[src/hdl/hpq_pkg.sv]
// Shared types and codes for the max-heap priority queue.
package hpq_pkg;

	// Operation codes carried on cmd.
	localparam logic CMD_INSERT = 1'b0;
	localparam logic CMD_REMOVE = 1'b1;

	// Result status codes.
	typedef enum logic [1:0] {
		ST_OK    = 2'd0,
		ST_EMPTY = 2'd1,
		ST_FULL  = 2'd2
	} hpq_status_t;

	// Per-cycle control broadcast to every cell.
	typedef struct packed {
		logic ins;
		logic rem;
	} hpq_ctl_t;

endpackage

[src/hdl/hpq_cell.sv]
// One slot of the sorted cell chain: holds a value and shifts with its neighbors.
module hpq_cell #(
	parameter int VALUE_WIDTH = 32,
	parameter int CNT_W       = 7,
	parameter int CELL_IDX    = 0
) (
	input  logic                          clk,
	input  hpq_pkg::hpq_ctl_t             ctl,
	input  logic [CNT_W-1:0]              count,
	input  logic signed [VALUE_WIDTH-1:0] new_value,
	input  logic signed [VALUE_WIDTH-1:0] prev_value,
	input  logic                          prev_gt,
	input  logic signed [VALUE_WIDTH-1:0] next_value,
	output logic signed [VALUE_WIDTH-1:0] cur_value,
	output logic                          gt
);
	import hpq_pkg::*;

	logic signed [VALUE_WIDTH-1:0] val_q;
	logic                          occ;

	// Slot holds a live entry when it sits below the fill count.
	assign occ       = count > CNT_W'(CELL_IDX);
	// New value ranks ahead of this slot: empty slot or strictly smaller entry.
	assign gt        = !occ || (new_value > val_q);
	assign cur_value = val_q;

	always_ff @(posedge clk) begin
		if (ctl.ins && gt) begin
			// Upstream neighbor also displaced: take its value, else the new one.
			val_q <= prev_gt ? prev_value : new_value;
		end else if (ctl.rem) begin
			val_q <= next_value;
		end
	end

endmodule

[config.mk]
export PLATFORM = sky130hd
export DESIGN_NAME = hpq_cell
export DESIGN_NICKNAME = d
export VERILOG_FILES = /design/src/hdl/hpq_pkg.sv /design/src/hdl/hpq_cell.sv
export SDC_FILE = /design/constraint.sdc
export NUM_CORES = 1
export LEC_CHECK = 0
export BUFFER_PORTS_ARGS = -buffer_cell sky130_fd_sc_hd__buf_2
export CELL_PAD_IN_SITES_DETAIL_PLACEMENT = 1
export CELL_PAD_IN_SITES_GLOBAL_PLACEMENT = 1
export CORE_MARGIN = 5
export CORE_UTILIZATION = 37
export CTS_CLUSTER_DIAMETER = 100
export CTS_CLUSTER_SIZE = 14
export DETAILED_ROUTE_END_ITERATION = 16
export GPL_ROUTABILITY_DRIVEN = 0
export PLACE_DENSITY_LB_ADDON = 0.05
export SLEW_MARGIN = 30
export SYNTH_ARGS = -nofsm -noshare
export SYNTH_HDL_FRONTEND = slang
export SYNTH_SLANG_ARGS = --single-unit
[constraint.sdc]
create_clock -name clk -period 6.05 [get_ports clk]
set_input_delay 1.21 -clock clk [delete_from_list [all_inputs] [get_ports clk]]
set_output_delay 1.21 -clock clk [all_outputs]
set_load 0.01 [all_outputs]
==> impl_metrics.csv, run 1 <==
group,metric,value,unit
run_status,status,"finished clean",
yosys,synth_edf_count,32,
clock_tree,postCtsSetupBuffers,0,
yosys,synth.avg_cell_area,11.82,um^2
clock_tree,hold_buffers,0,
placement,placed_area,3527,um^2
clock_tree,cts-root-buf,"clkbuf_8",
sta,min_period_over_period,76.28,%
die,io_pins,140,
drt,first_pass_iters,4,
yosys,synth_compound_area_share,7.650,%
yosys,seq_area_frac_synth,35.18,%
die,die_h,95.92,um
finish,fin_util,50.00,%
power_and_ir_drop,p_leak,1.811,nW
clock_tree,h-tree-depth,2,
placement,dpl.hpwl,6.006,mm
yosys,ys_ff_latch,32,
hold_path,hold_path_class,"input pin to flop",
sta,rsz0062_at_grt,"false",
drt,wl,7.249,mm
power_and_ir_drop,power_density,252.3,nW/um^2
sta,worst_slew_pin_slew,0.7753,ns
critical_path,reg2reg_depth,9,
yosys,synth_area_leaders,"edfxtp_1, mux2_4, ha_1",
flow_run,drv_cap,0,
finish,final_common_cell,"buf_2",
yosys,synth_xor_area_share,0,%
sta,maxSlewViolCount,0,
drt,num_vias,2284,
yosys,yosys.area_share.adder,14.66,%
critical_path,worstPathArrival,3.41,ns
hold_path,min_from,"next_value[21]",
grt,grt_pass1_vias,2405,
grt,gr-usage-all-layers,15.88,%
die,die_w,95.92,um
finish,syn2layout_area_growth,32.07,%
yosys,synth_warnings,0,
finish,nFillCells,868,
clock_tree,cts_tree,"built",
die,start_util,37.86,%
finish,multiInputGateArea,1600,um^2
critical_path,cp_cell_sequence,"buf_2, ha_1, nand4_1, or4_4, nor3_1, nor3_1, o32a_2, a21bo_2, buf_2",
sta,tns,0,ns
yosys,synth_top_family_by_area,"multiplexers",
die,rows,31,
finish,stdcell_area,3607,um^2
finish,nNetsFinal,511,
critical_path,worstPathRequired,4.84,ns
clock_tree,clkLatencyLatePin,0.28,ns
drt,routed_via_density,4.839,
sta,relSlewSlack,48.31,%
yosys,ys_async_sr_fraction,0,%
yosys,muxShareOfSynthArea,29.96,%
finish,antenna_cells,0,
critical_path,worstSetupPathDepth,9,
sta,setup_viol,0,
grt,grt_pass1_wl,11.24,mm
critical_path,cp_top_family,"simple AND/OR/NAND/NOR gates",
yosys,synthSimpleGateAreaFrac,5.955,%
yosys,synth_top_cell_area_share,35.18,%
finish,fin_cells,472,
critical_path,rr_startpoint,"cur_value[31]$_DFFE_PP_",
placement,placed_cells,464,
critical_path,start_kind,"input pin",
clock_tree,cts_buffer_depth,2,
critical_path,rrSetupSlack,2.64,ns
power_and_ir_drop,ir_drop,129.8,uV
die,dieArea,9201,um^2
clock_tree,numCtsBuffers,5,
finish,final-seq-area,960.9,um^2
sta,fin_worst_skew,0.005081,ns
critical_path,slowest_stage,"or4_4",
hold_path,whs_endpoint,"cur_value[21]$_DFFE_PP_",
clock_tree,postCtsResizedCells,0,
yosys,netlist_area,2731,um^2
clock_tree,clk_pin_slew,0.07,ns
grt,grt_overflow_total,0,
finish,largest_reg_flops,32,
sta,final_hold_viol_count,0,
placement,numPortBuffers,139,
critical_path,critical_path_peak_fanout,6,
finish,drive_gt1_share,57.37,%
yosys,synthFlopType,"edfxtp_1",
critical_path,cpPeakStageDelay,0.60,ns
yosys,syn-num-nets,370,
finish,final_cell_mix,"buf_2, inv_1, mux2_2",
sta,period_needed,4.615,ns
die,core_area,7214,um^2
drt,drc,0,
yosys,syn_inst,231,
critical_path,r2r-end,"cur_value[0]$_DFFE_PP_",
critical_path,cp-end-kind,"output pin",
clock_tree,cts_sinks,32,
drt,wire_per_inst,15.36,um
critical_path,crit_buf_inv,2,
hold_path,hold-path-cell-count,2,
grt,grt_max_degree,34,
yosys,synth_top_area_cell,"edfxtp_1",
critical_path,crit_type,"input pin to output pin",
drt,drt_iter0_markers,47,
drt,postRouteAntennaNets,0,
yosys,synth.distinct_cells,26,
sta,max_freq,216.7,MHz
grt,antenna_found_initial,0,
==> area by class of cell <==
cell class	instances	share of cell area, %
clock buffer	7	2.116
clock inverter	1	0.1041
inverter	35	3.642
multi-input combinational	157	44.36
sequential	32	26.64
tap	99	3.434
timing repair buffer	141	19.70
==> how the worst max path moves through the flow <==
| stage | startpoint | to | slack, ns |
|---|---|---|---|
| finish | new_value[31] | gt | 1.43 |
| global route | new_value[31] | gt | 1.32 |
| CTS | new_value[31] | gt | 1.43 |
| detailed placement | new_value[31] | gt | 1.46 |
| global placement | new_value[31] | gt | 1.54 |
| floorplan | new_value[31] | cur_value[0]$_DFFE_PP_ | 1.87 |
==> synth_stat cells (all sizes together), types with 2 or more instances <==
cell type and n:
buf 3, clkbuf 4, inv 35, nand4 8, o211ai 2, a21oi 16, edfxtp 32, nand3 3
o21ai 6, ha 32, mux2 63, nand2 11, nor3 4
==> layer usage <==
metal / global-route usage (%) / wire [um]
met5: 0 / 0
met4: 3.199 / 52
met3: 4.613 / 580
met2: 30.05 / 3750
met1: 17.49 / 2865
==> worst register-to-register path, cell delays in order (launching register included) <==
cell and delay (ns):
edfxtp_1 0.35, inv_1 0.05, ha_1 0.41, nand4_1 0.18, or4_4 0.60, nor3_1 0.24, o21ai_0 0.19, o311ai_4 0.13
or2_1 0.53, buf_4 0.40
==> power breakdown <==
group	switching, W	leakage, nW	internal, W
Combinational	0.000206	1.45	0.000210
Clock	0.0000814	0.0399	0.0000802
Sequential	0.0000215	0.319	0.000311
==> logic make-up after synthesis <==
family | after synthesis
adder cells (fa/ha/maj) | 32
buffers and inverters | 42
multiplexers | 63
AO/OA/AOI/OAI | 31
flip-flops | 32
AND/OR/NAND/NOR | 31
==> stage by stage <==
step	setup slack, ns	hold WS [ns]	power, W
3_5_place_dp	1.458	1.514	0.0007648
3_3_place_gp	1.544	1.510	0.0007534
5_1_grt	1.325	1.216	0.0009821
6_report	1.435	1.226	0.0009102
4_1_cts	1.434	1.217	0.0009294
2_1_floorplan	1.869	1.262	0.0006192
(Power assumes the default switching activity.)
==> run 2, diff against run 1 <==
--- a/config.mk
+++ b/config.mk
@@ -9,7 +9,7 @@
 export CELL_PAD_IN_SITES_DETAIL_PLACEMENT = 1
 export CELL_PAD_IN_SITES_GLOBAL_PLACEMENT = 1
 export CORE_MARGIN = 5
-export CORE_UTILIZATION = 37
+export CORE_UTILIZATION = 34
 export CTS_CLUSTER_DIAMETER = 100
 export CTS_CLUSTER_SIZE = 14
 export DETAILED_ROUTE_END_ITERATION = 16
==> constraint.sdc (replaced) <==
create_clock -name clk -period 4.4 [get_ports clk]
set_input_delay 0.88 -clock clk [delete_from_list [all_inputs] [get_ports clk]]
set_output_delay 0.88 -clock clk [all_outputs]
set_load 0.01 [all_outputs]
==> run 2 against run 1 <==
Net effect: worst setup slack got worse by 0.96 ns; first-iteration DRC count decreased by 28%; critical endpoint unchanged; worst hold slack got worse by 0.33 ns; global-route usage is 0.37 points lower; clock power up 25%; non-clock buffer count increased by 2; highest routed layer unchanged; critical path depth stayed put; sequential power grew 38%.
==> impl_metrics.csv, run 2 (synthesized netlist as in run 1, its figures left out) <==
group,metric,value,unit
sta,fin_worst_skew,0.003909,ns
critical_path,cp_top_family,"simple AND/OR/NAND/NOR gates",
sta,final_hold_viol_count,0,
grt,gr-usage-all-layers,15.51,%
clock_tree,clk_pin_slew,0.06,ns
finish,drive_gt1_share,58.06,%
die,rows,32,
die,die_w,99.63,um
critical_path,cp_cell_sequence,"buf_2, ha_1, nand4_1, or4_4, nor3_1, nor3_1, o32a_2, a21bo_2, buf_2",
drt,wire_per_inst,15.90,um
critical_path,crit_buf_inv,2,
clock_tree,postCtsResizedCells,0,
critical_path,start_kind,"input pin",
sta,hold_ws,0.8952,ns
clock_tree,cts_tree,"built",
grt,antenna_found_initial,0,
clock_tree,clkLatencyLatePin,0.28,ns
clock_tree,cts-root-buf,"clkbuf_8",
flow_run,drv_cap,0,
run_status,status,"finished clean",
finish,nNetsFinal,513,
clock_tree,cts_buffer_depth,2,
finish,largest_reg_flops,32,
grt,grt_max_degree,34,
power_and_ir_drop,finalPower,0.001248,W
drt,drc,0,
drt,first_pass_iters,4,
placement,dpl.hpwl,6.399,mm
sta,min_period_over_period,89.15,%
finish,antenna_cells,0,
grt,grt_pass1_wl,12.23,mm
hold_path,hold_path_class,"input pin to flop",
placement,placed_area,3558,um^2
finish,stdcell_area,3627,um^2
drt,wl,7.535,mm
sta,relSlewSlack,45.12,%
sta,rsz0062_at_grt,"false",
critical_path,worstPathArrival,3.04,ns
critical_path,rrSetupSlack,1.12,ns
sta,worst_slew_pin_slew,0.8232,ns
finish,final_cell_mix,"buf_2, inv_1, mux2_2",
critical_path,critical_path_peak_fanout,6,
sta,tns,0,ns
critical_path,slowest_stage,"or4_4",
placement,numPortBuffers,139,
clock_tree,postCtsSetupBuffers,0,
sta,max_freq,254.9,MHz
critical_path,worstPathRequired,3.52,ns
drt,num_vias,2294,
die,start_util,35.16,%
grt,grt_pass1_vias,2509,
sta,setup_viol,0,
die,io_pins,140,
die,dieArea,9926,um^2
die,core_area,7767,um^2
die,die_h,99.63,um
sta,maxSlewViolCount,0,
clock_tree,cts_sinks,32,
finish,syn2layout_area_growth,32.80,%
power_and_ir_drop,power_density,344.1,nW/um^2
sta,period_needed,3.923,ns
drt,drt_iter0_markers,34,
critical_path,cp-end-kind,"output pin",
power_and_ir_drop,ir_drop,156.3,uV
drt,postRouteAntennaNets,0,
clock_tree,hold_buffers,0,
finish,final_common_cell,"buf_2",
drt,routed_via_density,4.840,
critical_path,crit_type,"input pin to output pin",
clock_tree,h-tree-depth,2,
clock_tree,numCtsBuffers,5,
critical_path,cpPeakStageDelay,0.59,ns
grt,grt_overflow_total,0,
power_and_ir_drop,p_leak,1.820,nW
## run 2: metrics by stage
step | setup slack [ns] | instances | util [%]
after CTS | 0.4734 | 474 | 46.70
final | 0.4773 | 474 | 46.70
after detailed placement | 0.4802 | 469 | 45.81
after global placement | 0.5668 | 469 | 45.81
after global routing | 0.4124 | 474 | 46.70
after floorplan | 0.5490 | 231 | -
## run 2: final timing paths
kind                                              start                      end  cells after the start
worst min-delay path                      next_value[5]   cur_value[5]$_DFFE_PP_                      2
worst max register to register  cur_value[31]$_DFFE_PP_  cur_value[29]$_DFFE_PP_                      9
worst max-delay path                      new_value[31]                       gt                      9
worst min register to register  cur_value[31]$_DFFE_PP_  cur_value[26]$_DFFE_PP_                      4
## run 2: layer usage
metal	global-route usage (%)	wire [um]
met5	0	0
met4	3.782	83
met3	4.839	615
met2	25.10	3395
met1	20.21	3440
## run 2: report_power, final
group	switching (W)	internal, W
sequential	0.0000305	0.000427
clock	0.000101	0.000102
combinational	0.000287	0.000300
## run 2: layout make-up
type                       instances  area, um^2
timing repair buffer             143       738.2
tap                              102       127.6
multi-input combinational        157        1600
sequential                        32       960.9
clock buffer                       5       68.82
inverter                          35       131.4
fill                             908        4140
